==> src/hdl/bzf_pkg.sv <==
`timescale 1ns / 1ps
// ----------------------------------------------------------------------------
// bzf_pkg: shared types and constants of the cubic Bezier flattener
// Holds the operand word of the shared multiply-accumulate unit, the point
// type that the evaluator returns and the fixed Q1.16 constants.
// ----------------------------------------------------------------------------
package bzf_pkg;

	localparam int CHUNK_W = 16;
	localparam int WGT_W   = 17;
	localparam int ACC_W   = 64;
	localparam int T_W     = 17;

	localparam logic [T_W-1:0] T_ONE = 17'h10000;

	typedef logic [3:0][15:0] axis_pts_t;

	typedef struct packed {
		logic               vld;
		logic               clr;
		logic [1:0]         shift;
		logic [CHUNK_W-1:0] chunk;
		logic [WGT_W-1:0]   wgt;
	} mac_op_t;

	typedef struct packed {
		logic signed [15:0] x;
		logic signed [15:0] y;
	} point_t;

endpackage

==> src/hdl/bzf_div.sv <==
`timescale 1ns / 1ps
// ----------------------------------------------------------------------------
// bzf_div: radix-2 restoring divider for the Q1.16 step
// Divides 1.0 (65536) by the segment count one quotient bit per cycle and
// returns quotient and remainder, which then stay stable until restarted.
// ----------------------------------------------------------------------------
module bzf_div
	import bzf_pkg::*;
#(
	parameter int NW = 6
) (
	input  logic           clk,
	input  logic           arst_n,
	input  logic           start,
	input  logic [NW-1:0]  divisor,
	output logic           done,
	output logic [T_W-1:0] quo,
	output logic [NW-1:0]  rem
);

	logic           busy_q;
	logic           done_q;
	logic [4:0]     cnt_q;
	logic [NW-1:0]  d_q;
	logic [NW-1:0]  rem_q;
	logic [T_W-1:0] quo_q;
	logic           bit_in;
	logic [NW:0]    trial;
	logic [NW:0]    diff;
	logic           ge;

	assign bit_in = (cnt_q == 5'(T_W - 1));
	assign trial  = {rem_q, bit_in};
	assign ge     = (trial >= {1'b0, d_q});
	assign diff   = trial - {1'b0, d_q};

	always_ff @(posedge clk or negedge arst_n) begin
		if (!arst_n) begin
			busy_q <= 1'b0;
			done_q <= 1'b0;
			cnt_q  <= '0;
			d_q    <= '0;
			rem_q  <= '0;
			quo_q  <= '0;
		end else begin
			done_q <= 1'b0;
			if (start) begin
				busy_q <= 1'b1;
				cnt_q  <= 5'(T_W - 1);
				d_q    <= divisor;
				rem_q  <= '0;
				quo_q  <= '0;
			end else if (busy_q) begin
				rem_q <= ge ? diff[NW-1:0] : trial[NW-1:0];
				quo_q <= {quo_q[T_W-2:0], ge};
				if (cnt_q == 5'd0) begin
					busy_q <= 1'b0;
					done_q <= 1'b1;
				end else begin
					cnt_q <= cnt_q - 5'd1;
				end
			end
		end
	end

	assign done = done_q;
	assign quo  = quo_q;
	assign rem  = rem_q;

endmodule

==> src/hdl/bzf_mac.sv <==
`timescale 1ns / 1ps
// ----------------------------------------------------------------------------
// bzf_mac: shared two-stage multiply-accumulate unit
// Multiplies a 16-bit operand chunk by a 17-bit weight, registers the
// product, then adds it, shifted by whole chunks, into a 64-bit accumulator.
// ----------------------------------------------------------------------------
module bzf_mac
	import bzf_pkg::*;
(
	input  logic             clk,
	input  logic             arst_n,
	input  mac_op_t          op,
	output logic [ACC_W-1:0] acc
);

	localparam int PROD_W = CHUNK_W + WGT_W;

	logic              vld_s1;
	logic              clr_s1;
	logic [1:0]        shift_s1;
	logic [PROD_W-1:0] prod_s1;
	logic [ACC_W-1:0]  addend;
	logic [ACC_W-1:0]  acc_q;

	always_ff @(posedge clk or negedge arst_n) begin
		if (!arst_n) begin
			vld_s1   <= 1'b0;
			clr_s1   <= 1'b0;
			shift_s1 <= '0;
			prod_s1  <= '0;
			acc_q    <= '0;
		end else begin
			vld_s1   <= op.vld;
			clr_s1   <= op.clr;
			shift_s1 <= op.shift;
			prod_s1  <= PROD_W'(op.chunk) * PROD_W'(op.wgt);
			if (vld_s1) begin
				acc_q <= (clr_s1 ? '0 : acc_q) + addend;
			end
		end
	end

	always_comb begin
		unique case (shift_s1)
			2'd0:    addend = ACC_W'(prod_s1);
			2'd1:    addend = ACC_W'(prod_s1) << CHUNK_W;
			2'd2:    addend = ACC_W'(prod_s1) << (2 * CHUNK_W);
			default: addend = '0;
		endcase
	end

	assign acc = acc_q;

endmodule

==> src/hdl/bzf_eval.sv <==
`timescale 1ns / 1ps
// ----------------------------------------------------------------------------
// bzf_eval: point evaluator sequencer
// Runs exact integer de Casteljau on both axes through the shared
// multiply-accumulate unit and rounds each axis to Q12.4 with saturation.
// ----------------------------------------------------------------------------
module bzf_eval
	import bzf_pkg::*;
(
	input  logic           clk,
	input  logic           arst_n,
	input  logic           start,
	input  logic [T_W-1:0] t,
	input  axis_pts_t      bx,
	input  axis_pts_t      by,
	output logic           done,
	output point_t         pt
);

	typedef enum logic [1:0] {E_IDLE, E_ISSUE, E_DRAIN, E_STORE} state_t;
	typedef enum logic [1:0] {LV_B, LV_A, LV_C} lvl_t;

	state_t           state_q;
	lvl_t             lv_q;
	logic             axis_q;
	logic [1:0]       idx_q;
	logic             term_q;
	logic [1:0]       chunk_q;
	logic [T_W-1:0]   t_q;
	logic [T_W-1:0]   u_q;
	logic [31:0]      a_q [3];
	logic [47:0]      c_q [2];
	logic             done_q;
	point_t           pt_q;
	logic [1:0]       sel;
	logic [1:0]       last_idx;
	logic [31:0]      a_src;
	logic [47:0]      c_src;
	axis_pts_t        pts;
	mac_op_t          op;
	logic [ACC_W-1:0] acc;

	function automatic logic signed [15:0] round_q48(input logic [ACC_W-1:0] s);
		logic [ACC_W:0] sum;
		logic [16:0]    v;
		sum = {1'b0, s} + ((ACC_W + 1)'(1) << 47);
		v   = sum[ACC_W:48];
		if (v[16]) begin
			round_q48 = 16'sh7FFF;
		end else begin
			round_q48 = {~v[15], v[14:0]};
		end
	endfunction

	assign sel      = idx_q + {1'b0, term_q};
	assign last_idx = 2'd2 - lv_q;
	assign pts      = axis_q ? by : bx;

	always_comb begin
		unique case (sel)
			2'd0:    a_src = a_q[0];
			2'd1:    a_src = a_q[1];
			2'd2:    a_src = a_q[2];
			default: a_src = a_q[0];
		endcase
		c_src = c_q[sel[0]];

		op.vld   = (state_q == E_ISSUE);
		op.clr   = !term_q && (chunk_q == 2'd0);
		op.shift = chunk_q;
		op.wgt   = term_q ? t_q : u_q;
		unique case (lv_q)
			LV_B:    op.chunk = pts[sel];
			LV_A:    op.chunk = chunk_q[0] ? a_src[31:16] : a_src[15:0];
			LV_C: begin
				unique case (chunk_q)
					2'd0:    op.chunk = c_src[15:0];
					2'd1:    op.chunk = c_src[31:16];
					2'd2:    op.chunk = c_src[47:32];
					default: op.chunk = '0;
				endcase
			end
			default: op.chunk = '0;
		endcase
	end

	bzf_mac u_mac (
		.clk    (clk),
		.arst_n (arst_n),
		.op     (op),
		.acc    (acc)
	);

	always_ff @(posedge clk or negedge arst_n) begin
		if (!arst_n) begin
			state_q <= E_IDLE;
			lv_q    <= LV_B;
			axis_q  <= 1'b0;
			idx_q   <= '0;
			term_q  <= 1'b0;
			chunk_q <= '0;
			t_q     <= '0;
			u_q     <= '0;
			a_q     <= '{default: '0};
			c_q     <= '{default: '0};
			done_q  <= 1'b0;
			pt_q    <= '0;
		end else begin
			done_q <= 1'b0;
			unique case (state_q)
				E_IDLE: begin
					if (start) begin
						t_q     <= t;
						u_q     <= T_ONE - t;
						axis_q  <= 1'b0;
						lv_q    <= LV_B;
						idx_q   <= '0;
						term_q  <= 1'b0;
						chunk_q <= '0;
						state_q <= E_ISSUE;
					end
				end
				E_ISSUE: begin
					if (chunk_q == lv_q) begin
						chunk_q <= '0;
						if (term_q) begin
							term_q  <= 1'b0;
							state_q <= E_DRAIN;
						end else begin
							term_q <= 1'b1;
						end
					end else begin
						chunk_q <= chunk_q + 2'd1;
					end
				end
				E_DRAIN: begin
					state_q <= E_STORE;
				end
				E_STORE: begin
					unique case (lv_q)
						LV_B: begin
							unique case (idx_q)
								2'd0:    a_q[0] <= acc[31:0];
								2'd1:    a_q[1] <= acc[31:0];
								2'd2:    a_q[2] <= acc[31:0];
								default: a_q[0] <= a_q[0];
							endcase
						end
						LV_A: c_q[idx_q[0]] <= acc[47:0];
						LV_C: begin
							if (axis_q) begin
								pt_q.y <= round_q48(acc);
							end else begin
								pt_q.x <= round_q48(acc);
							end
						end
						default: pt_q <= pt_q;
					endcase
					if (idx_q == last_idx) begin
						idx_q <= '0;
						unique case (lv_q)
							LV_B: begin
								lv_q    <= LV_A;
								state_q <= E_ISSUE;
							end
							LV_A: begin
								lv_q    <= LV_C;
								state_q <= E_ISSUE;
							end
							LV_C: begin
								lv_q <= LV_B;
								if (axis_q) begin
									done_q  <= 1'b1;
									state_q <= E_IDLE;
								end else begin
									axis_q  <= 1'b1;
									state_q <= E_ISSUE;
								end
							end
							default: state_q <= E_IDLE;
						endcase
					end else begin
						idx_q   <= idx_q + 2'd1;
						state_q <= E_ISSUE;
					end
				end
				default: state_q <= E_IDLE;
			endcase
		end
	end

	assign done = done_q;
	assign pt   = pt_q;

	a_chunk_range: assert property (@(posedge clk) disable iff (!arst_n)
		state_q == E_ISSUE |-> chunk_q <= lv_q)
		else $error("chunk counter ran past the operand width of its level");

	a_idx_range: assert property (@(posedge clk) disable iff (!arst_n)
		state_q == E_ISSUE |-> idx_q <= last_idx)
		else $error("operation index ran past the last operation of its level");

	a_done_after_y: assert property (@(posedge clk) disable iff (!arst_n)
		done_q |-> state_q == E_IDLE && axis_q)
		else $error("point reported before the y axis was finished");

	a_start_idle: assert property (@(posedge clk) disable iff (!arst_n)
		start |-> state_q == E_IDLE)
		else $error("evaluator started while busy");

endmodule

==> src/hdl/cubic_bezier_flattener_core.sv <==
`timescale 1ns / 1ps
// ----------------------------------------------------------------------------
// cubic_bezier_flattener_core: cubic Bezier curve flattener
// Splits one curve into N line segments at t = k/N, evaluated exactly in
// fixed point through one shared multiply-accumulate unit.
//
//   Channel  Handshake                         Payload
//   in       in_valid / in_ready               p0_x .. p3_y, color_rgba
//   out      out_valid / out_ready             start/end x,y, color, last
//   config   segment_count_we                  segment_count_wdata
//
// A curve first runs the divider for the Q1.16 step, then evaluates N+1
// points, each bounded by the shared multiplier: per axis 20
// multiply-accumulate issues, with a drain and a store state after each of
// the six de Casteljau operations. in_ready is high only between curves.
// Reset clears the control state and sets the segment count to 5. A stalled
// output holds the next segment back and pauses evaluation until the output
// register frees up.
// ----------------------------------------------------------------------------
module cubic_bezier_flattener_core
	import bzf_pkg::*;
#(
	parameter int MAX_SEGMENTS = 32
) (
	input  logic               clk,
	input  logic               arst_n,
	input  logic               segment_count_we,
	input  logic [5:0]         segment_count_wdata,
	input  logic               in_valid,
	output logic               in_ready,
	input  logic signed [15:0] p0_x,
	input  logic signed [15:0] p0_y,
	input  logic signed [15:0] p1_x,
	input  logic signed [15:0] p1_y,
	input  logic signed [15:0] p2_x,
	input  logic signed [15:0] p2_y,
	input  logic signed [15:0] p3_x,
	input  logic signed [15:0] p3_y,
	input  logic [31:0]        color_rgba,
	output logic               out_valid,
	input  logic               out_ready,
	output logic signed [15:0] start_x,
	output logic signed [15:0] start_y,
	output logic signed [15:0] end_x,
	output logic signed [15:0] end_y,
	output logic [31:0]        segment_color,
	output logic               last_segment
);

	localparam int         NW    = $clog2(MAX_SEGMENTS + 1);
	localparam logic [6:0] MAX_W = 7'(MAX_SEGMENTS);

	typedef enum logic [2:0] {T_IDLE, T_DIV, T_LAUNCH, T_EVAL, T_PUSH} state_t;

	state_t         state_q;
	logic [5:0]     cfg_q;
	axis_pts_t      bx_q;
	axis_pts_t      by_q;
	logic [31:0]    color_q;
	logic [NW-1:0]  n_q;
	logic [NW-1:0]  k_q;
	logic [T_W-1:0] t_q;
	logic [NW-1:0]  racc_q;
	point_t         prev_q;
	logic           out_valid_q;
	point_t         seg_start_q;
	point_t         seg_end_q;
	logic [31:0]    seg_color_q;
	logic           seg_last_q;

	logic           accept;
	logic [NW-1:0]  n_calc;
	logic           div_done;
	logic [T_W-1:0] div_quo;
	logic [NW-1:0]  div_rem;
	logic [NW:0]    sum_r;
	logic           carry;
	logic [NW-1:0]  racc_next;
	logic [T_W-1:0] t_next;
	logic           eval_start;
	logic           eval_done;
	point_t         eval_pt;
	logic           slot_free;

	assign in_ready   = (state_q == T_IDLE);
	assign accept     = in_valid && in_ready;
	assign eval_start = (state_q == T_LAUNCH);
	assign slot_free  = !out_valid_q || out_ready;

	always_comb begin
		if (cfg_q == 6'd0) begin
			n_calc = NW'(1);
		end else if ({1'b0, cfg_q} > MAX_W) begin
			n_calc = NW'(MAX_W);
		end else begin
			n_calc = NW'({1'b0, cfg_q});
		end
	end

	assign sum_r     = {1'b0, racc_q} + {1'b0, div_rem};
	assign carry     = (sum_r >= {1'b0, n_q});
	assign racc_next = carry ? NW'(sum_r - {1'b0, n_q}) : sum_r[NW-1:0];
	assign t_next    = t_q + div_quo + T_W'(carry);

	always_ff @(posedge clk or negedge arst_n) begin
		if (!arst_n) begin
			cfg_q <= 6'd5;
		end else if (segment_count_we) begin
			cfg_q <= segment_count_wdata;
		end
	end

	bzf_div #(
		.NW (NW)
	) u_div (
		.clk     (clk),
		.arst_n  (arst_n),
		.start   (accept),
		.divisor (n_calc),
		.done    (div_done),
		.quo     (div_quo),
		.rem     (div_rem)
	);

	bzf_eval u_eval (
		.clk    (clk),
		.arst_n (arst_n),
		.start  (eval_start),
		.t      (t_q),
		.bx     (bx_q),
		.by     (by_q),
		.done   (eval_done),
		.pt     (eval_pt)
	);

	always_ff @(posedge clk or negedge arst_n) begin
		if (!arst_n) begin
			state_q     <= T_IDLE;
			bx_q        <= '0;
			by_q        <= '0;
			color_q     <= '0;
			n_q         <= NW'(1);
			k_q         <= '0;
			t_q         <= '0;
			racc_q      <= '0;
			prev_q      <= '0;
			out_valid_q <= 1'b0;
			seg_start_q <= '0;
			seg_end_q   <= '0;
			seg_color_q <= '0;
			seg_last_q  <= 1'b0;
		end else begin
			if (out_valid_q && out_ready) begin
				out_valid_q <= 1'b0;
			end
			unique case (state_q)
				T_IDLE: begin
					if (accept) begin
						bx_q    <= {{~p3_x[15], p3_x[14:0]}, {~p2_x[15], p2_x[14:0]},
						            {~p1_x[15], p1_x[14:0]}, {~p0_x[15], p0_x[14:0]}};
						by_q    <= {{~p3_y[15], p3_y[14:0]}, {~p2_y[15], p2_y[14:0]},
						            {~p1_y[15], p1_y[14:0]}, {~p0_y[15], p0_y[14:0]}};
						color_q <= color_rgba;
						n_q     <= n_calc;
						k_q     <= '0;
						state_q <= T_DIV;
					end
				end
				T_DIV: begin
					if (div_done) begin
						t_q     <= '0;
						racc_q  <= '0;
						k_q     <= '0;
						state_q <= T_LAUNCH;
					end
				end
				T_LAUNCH: begin
					state_q <= T_EVAL;
				end
				T_EVAL: begin
					if (eval_done) begin
						state_q <= T_PUSH;
					end
				end
				T_PUSH: begin
					if (k_q == '0) begin
						prev_q  <= eval_pt;
						k_q     <= k_q + NW'(1);
						t_q     <= t_next;
						racc_q  <= racc_next;
						state_q <= T_LAUNCH;
					end else if (slot_free) begin
						out_valid_q <= 1'b1;
						seg_start_q <= prev_q;
						seg_end_q   <= eval_pt;
						seg_color_q <= color_q;
						seg_last_q  <= (k_q == n_q);
						prev_q      <= eval_pt;
						if (k_q == n_q) begin
							state_q <= T_IDLE;
						end else begin
							k_q     <= k_q + NW'(1);
							t_q     <= t_next;
							racc_q  <= racc_next;
							state_q <= T_LAUNCH;
						end
					end
				end
				default: state_q <= T_IDLE;
			endcase
		end
	end

	assign out_valid     = out_valid_q;
	assign start_x       = seg_start_q.x;
	assign start_y       = seg_start_q.y;
	assign end_x         = seg_end_q.x;
	assign end_y         = seg_end_q.y;
	assign segment_color = seg_color_q;
	assign last_segment  = seg_last_q;

	a_busy_after_accept: assert property (@(posedge clk) disable iff (!arst_n)
		accept |=> !in_ready)
		else $error("block still ready after taking a curve");

	a_count_range: assert property (@(posedge clk) disable iff (!arst_n)
		state_q != T_IDLE |-> n_q != '0 && k_q <= n_q)
		else $error("segment counter outside the curve's segment count");

	a_div_done_state: assert property (@(posedge clk) disable iff (!arst_n)
		div_done |-> state_q == T_DIV)
		else $error("divider finished outside of its wait state");

	a_eval_done_state: assert property (@(posedge clk) disable iff (!arst_n)
		eval_done |-> state_q == T_EVAL)
		else $error("evaluator finished outside of its wait state");

endmodule
==> config.mk <==
export PLATFORM = sky130hd
export DESIGN_NAME = cubic_bezier_flattener_core
export DESIGN_NICKNAME = d
export VERILOG_FILES = /design/src/hdl/bzf_pkg.sv /design/src/hdl/bzf_div.sv /design/src/hdl/bzf_mac.sv /design/src/hdl/bzf_eval.sv /design/src/hdl/cubic_bezier_flattener_core.sv
export SDC_FILE = /design/constraint.sdc
export NUM_CORES = 2
export LEC_CHECK = 0
export ABC_AREA = 0
export BUFFER_PORTS_ARGS = -buffer_cell sky130_fd_sc_hd__buf_2
export CAP_MARGIN = 15
export CELL_PAD_IN_SITES_DETAIL_PLACEMENT = 0
export CELL_PAD_IN_SITES_GLOBAL_PLACEMENT = 1
export CORE_MARGIN = 5
export CORE_UTILIZATION = 50
export CTS_CLUSTER_DIAMETER = 120
export CTS_CLUSTER_SIZE = 14
export DETAILED_ROUTE_END_ITERATION = 16
export GPL_TIMING_DRIVEN = 0
export PLACE_DENSITY_LB_ADDON = 0.1
export SETUP_SLACK_MARGIN = 0.02
export SYNTH_ARGS = -nofsm -noshare
export SYNTH_HDL_FRONTEND = slang
export SYNTH_HIERARCHICAL = 1
export SYNTH_SLANG_ARGS = --single-unit
==> constraint.sdc <==
create_clock -name clk -period 10.6 [get_ports clk]
set_clock_uncertainty 0.15 [all_clocks]
set_input_delay 1.59 -clock clk [delete_from_list [all_inputs] [get_ports clk]]
set_output_delay 1.59 -clock clk [all_outputs]
set_load 0.01 [all_outputs]
After elaboration in Yosys (flattened, before gate mapping)
Cells that the tools add are included.
{"block": "op_classes", "n_reduce_logical": 43, "order_cmp": 7, "addsub": 14, "multipliers": 1, "bitwise": 13, "mux": 88, "eq_ne": 33}
{"operator": "48-bit two-way mux", "n": 4}
{"operator": "64-bit one-hot mux with 3 select lines", "n": 1}
{"operator": "64-bit two-way mux", "n": 2}
{"operator": "17-bit two-way mux", "n": 7}
{"operator": "96-bit bitwise mux", "n": 1}
{"operator": "16-bit one-hot mux with 3 select lines", "n": 2}
{"operator": "6-bit two-way mux", "n": 14}
{"operator": "64-bit by 48-bit adder with 65-bit output (second input constant)", "n": 1}
{"operator": "64-bit adder", "n": 1}
{"operator": "32-bit two-way mux", "n": 2}
{"operator": "32-bit one-hot mux with 2 select lines", "n": 1}
{"operator": "48-bit demux with 1-bit select", "n": 1}
{"operator": "16-bit two-way mux", "n": 3}
{"operator": "17-bit one-hot mux with 2 select lines", "n": 1}
{"operator": "16-bit by 17-bit multiplier with 33-bit output", "n": 1}
{"operator": "16-bit binary-select mux with 2-bit select", "n": 1}
{"operator": "3-bit AND reduction", "n": 8}
{"operator": "1-bit two-way mux", "n": 20}
{"operator": "2-bit two-way mux", "n": 9}
{"operator": "6-bit one-hot mux with 3 select lines", "n": 1}
{"operator": "17-bit by 1-bit adder with 17-bit output", "n": 1}
{"operator": "17-bit adder", "n": 1}
{"operator": "17-bit subtractor (first input constant)", "n": 1}
{"operator": "2-bit one-hot mux with 2 select lines", "n": 4}
{"operator": "46 further kinds", "n": 111}
{"block": "word_totals", "output_inout_bits": 99, "in_bits": 171, "word_cells": 250, "regBits": 740}

Depth between registers and ports, before layout
{"block": "logic_depth", "word_depth": 8, "mapped_depth": 35, "depth_no_buf": 32}

Modules after synthesis
The synthesis kept the hierarchy.
{"mod": "bzf_mac", "seq_area_each_um2": 2527.4, "area_each_um2": 17025.1, "instances": 1, "cells_per_inst": 1932}
{"mod": "cubic_bezier_flattener_core", "seq_area_each_um2": 8361.8, "area_each_um2": 14242.4, "instances": 1, "cells_per_inst": 1330}
{"mod": "bzf_eval", "seq_area_each_um2": 6706.4, "area_each_um2": 13256.5, "instances": 1, "cells_per_inst": 1052}
{"mod": "bzf_div", "seq_area_each_um2": 900.9, "area_each_um2": 1803.0, "instances": 1, "cells_per_inst": 171}

Worst setup path before layout
OpenSTA, ideal clock, no wires.
{"block": "synth_timing", "path_kind": "register to register", "from": "register u_eval.idx_q[0]", "to": "register u_eval.u_mac.prod_s1[30]", "path_stages_with_launch": 33, "path_buffers": 4, "synth_period_minus_slack_ns": 8.500, "required_time_ns": 10.370, "slack_ns": 2.100, "setup_ns": 0.080, "arrival_ns": 8.270, "cell_sequence": "dfrtp_1 -> ha_1 -> clkbuf_1 -> inv_2 -> buf_2 -> ha_1 -> clkbuf_1 -> a221oi_1 -> nor4_1 -> a31oi_1 -> o21ai_1 -> clkbuf_1 -> nand2_1 -> fa_1 -> fa_1 -> inv_1 -> fa_1 -> fa_1 -> fa_1 -> inv_1 -> fa_1 -> inv_1 -> ha_1 -> a21o_1 -> a211o_1 -> or2_2 -> a31oi_1 -> a21o_1 -> o31ai_1 -> o31ai_2 -> o2111ai_1 -> a21oi_1 -> xnor2_1"}
{"item": "start: declaration", "line": "bzf_eval.sv:26", "source": "logic [1:0] idx_q;"}
{"item": "start signal: assignment", "line": "bzf_eval.sv:183", "source": "idx_q <= idx_q + 2'd1;"}
{"item": "end signal: assignment", "line": "bzf_mac.sv:36", "source": "prod_s1 <= PROD_W'(op.chunk) * PROD_W'(op.wgt);"}
{"item": "end: declaration", "line": "bzf_mac.sv:21", "source": "logic [PROD_W-1:0] prod_s1;"}

==> flow_summary.ini <==
[run_status]
status = finished, final reports clean

[synth]
yosysTopAreaCell = dfrtp_1
synth_edf_count = 0
synth_area_leaders = dfrtp_1, mux2_2, fa_1
yosysSeqAreaShare_pct = 39.9
async_reset_ff_share_pct = 100
synth_area_um2 = 46300
netlist.area_leader.share_pct = 39.8
synth_seq_cells = 739
synth_warnings = 6
synth_cells = 4485
syn_area_per_cell_um2 = 10.3
syn_nets = 5094
synth_cell_types = 103
synthFlopType = dfrtp_1

[cells_and_area]
drive_above_1_share_pct = 19.2
final_common_cell = nand2_1
fin_cells = 6099
layout_common_cells = nand2_1, dfrtp_1, mux2_2
area_growth_pct = 10.4
final_nets = 5434
fill_cells = 8417
final_area_um2 = 51200

[worst_setup_path]
regToRegSetupSlack_ns = 0.73
cp_data_required_time_ns = 10.93
path_class = register to register
endpoint_kind = register
crit_family = adder cells
r2r_cells = 34
crit_fanout = 10
slowest_delay_ns = 0.51
cp_data_arrival_time_ns = 10.20
timing.rr.start = u_eval/idx_q[0]$_DFFE_PN0P_
path_buf_inv = 10
crit_top_cell = fa_1
critPathSlowestCell = fa_1
worstSetupStartpoint = u_eval/idx_q[0]$_DFFE_PN0P_
start_kind = register
reg2reg_to = u_eval/u_mac/prod_s1[32]$_DFF_PN0_

[floorplan]
core_um2 = 91800
io-pin-count = 270
dieArea_um2 = 98800
die_x_um = 314
start_util_pct = 50.5
rows = 111
dieHeight_um = 314

[routing]
first_pass_iters = 8
vias = 34400
drtAntennaViolNets = 0
drc = 0
vias_per_cell = 5.64
wl_um = 138000
wl_per_cell_um = 22.6
drtIter0Drc = 2656

[power]
peakVddDrop_mv = 0.198
powerDensity_nw_per_um2 = 245
sw_frac_of_total_pct = 44.4
power.switching_mw = 5.57
leakage_nw = 26.1
seq_power_share_pct = 34.6
p_clk_share_pct = 16.6
p_int_mw = 6.98
pwr-share-comb_pct = 48.8

[place]
port_buffers = 268
dp.cells = 6008
place.gp.congestion = 0.914
post_dp_cell_area_um2 = 49400
dpl.hpwl_um = 107000

[sta]
clock.fmax_ghz = 0.101
fin_crit_ns = 9.87
hold_viol_final = 0
drv_slew = 0
rsz0062_at_grt = false
worst_pin_slew_ns = 1.12
period_share_pct = 93.1
setup_viol = 0
relSlewSlack_pct = 25.0

[global_routing]
grt_pass1_wl_um = 214000
grt_pass1_vias = 35700
grt_max_degree = 120
overflow = 0
antenna_found_initial = 28
grtUsageTotal_pct = 28.1

[min_path]
min_to = color_q[13]$_DFFE_PN0P_
min_from = color_q[13]$_DFFE_PN0P_
hp-class = register to register
hold_path_depth = 2

[clock_network]
clkTransAtPathRegs_ns = 0.07
clock-sinks = 739
cts_tree = done
cts_root_buffer = clkbuf_16
clock_path_buffers = 3
clk_latency_ns = 0.67
h-tree-depth = 2
numCtsBuffers = 59

[run]
cap_violations = 0
[stage by stage]
step	TNS, ns	setup WS (ns)	power [mW]	util, %	hold WS, ns
3_5_place_dp	-0.154	-0.154	10.4	53.9	0.309
6_report	0	0.735	12.6	55.7	0.320
5_1_grt	0	0.158	13.5	55.7	0.336
4_1_cts	0	0.0296	12.5	55.6	0.326
2_1_floorplan	0	2.10	8.28	-	0.254
3_3_place_gp	-6019.96	-8.25	10.3	53.6	0.303
[synth_stat cells, drive strengths merged, types with 4 or more instances]
cell type,number
clkbuf,170
a22o,18
ha,224
fa,214
mux4,32
and3,22
o21a,14
a41oi,5
a21o,64
o311ai,4
a22oi,16
a221oi,39
a211oi,20
mux2i,61
dfrtp,736
buf,78
o31ai,17
nor4,29
nor2,149
mux2,411
xnor2,76
a21boi,6
o21bai,10
or4,4
a222oi,32
and2,166
inv,302
o211ai,19
o22ai,19
a31o,5
a211o,8
nor3,36
or2,5
xor2,68
nand3,65
o21ai,187
nand3b,5
a31oi,27
a21oi,141
nor2b,97
nand2b,34
nand4,29
nand2,782
[final cells by class]
cell class                      count  area, um^2  area share (%)
Buffer                            245        1080            2.11
Tap cell                         1243        1560            3.04
Antenna cell                       17        42.5          0.0831
Inverter                          302        1130            2.22
Clock buffer                       70        1520            2.97
Multi-Input combinational cell   3196       25600            50.1
Timing Repair Buffer              282        1580            3.08
Sequential cell                   739       18500            36.2
Clock inverter                      5         115           0.225
[what timing repair did]
action                                  in CTS  in global routing
endpoints found under the setup margin       1                  4
buffers inserted                             0                  1
gates resized for setup                      1                 30
pin swaps                                    0                  1
hold buffers                                 0                  0
[worst min-delay path, cell delays in order, from the launching register on]
cell and delay [ns]:
dfrtp_1 0.34, nand2_1 0.05, nand2_1 0.05
[registers in the layout (all words and copies together) (netlist names), 16 cells and up]
register,flops
color_q,32
end_y,16
bx_q,64
u_eval/u_q,16
start_y,16
by_q,64
u_div/quo,17
u_eval/t_q,17
u_eval/a_q,96
u_eval/u_mac/prod_s1,33
t_q,17
u_eval/pt,32
segment_color,32
u_eval/c_q,96
prev_q,32
u_eval/u_mac/acc,64
end_x,16
start_x,16
[logic make-up (layout without fill, tap and decap cells)]
group / after synthesis / after routing / synth area share, %
multiplexers: 504 / 504 / 13.0
flip-flops: 739 / 739 / 39.9
other: 0 / 17 / 0
AND/OR/NAND/NOR: 1433 / 1433 / 14.3
adder cells (fa/ha/maj): 438 / 438 / 15.3
XOR/XNOR: 144 / 144 / 2.72
buffers and inverters: 550 / 904 / 4.76
AO/OA/AOI/OAI: 677 / 677 / 9.93
[power groups by stage]
stage | Combinational, mW | Clock [mW] | Sequential (mW)
3_5_place_dp | 6.04 | 0 | 4.38
4_1_cts | 6.08 | 2.14 | 4.33
3_3_place_gp | 5.94 | 0 | 4.37
5_1_grt | 6.80 | 2.25 | 4.43
6_report | 6.13 | 2.08 | 4.34
2_1_floorplan | 4.26 | 0 | 4.02
[metal layers]
layer | vias to the layer above | wire, um | GRT usage [%]
met5 | - | 21 | 0
met4 | 4 | 6120 | 11.1
met3 | 247 | 8310 | 5.17
met2 | 908 | 66200 | 46.9
met1 | 17300 | 57400 | 36.6
li1 | 15900 | - | -
[worst max path at each step]
| stage | depth (start not counted) | slack (ns) | to |
|---|---|---|---|
| 6_report | 34 | 0.73 | u_eval/u_mac/prod_s1[32]$_DFF_PN0_ |
| 5_1_grt | 33 | 0.16 | u_eval/u_mac/prod_s1[32]$_DFF_PN0_ |
| 4_1_cts | 32 | 0.03 | u_eval/u_mac/prod_s1[32]$_DFF_PN0_ |
| 3_5_place_dp | 33 | -0.15 | u_eval/u_mac/prod_s1[32]$_DFF_PN0_ |
| 3_3_place_gp | 1 | -8.25 | u_eval/u_mac/prod_s1[30]$_DFF_PN0_ |
| 2_1_floorplan | 32 | 2.10 | u_eval/u_mac/prod_s1[30]$_DFF_PN0_ |
No activity file was read; power rests on OpenSTA's default activity.
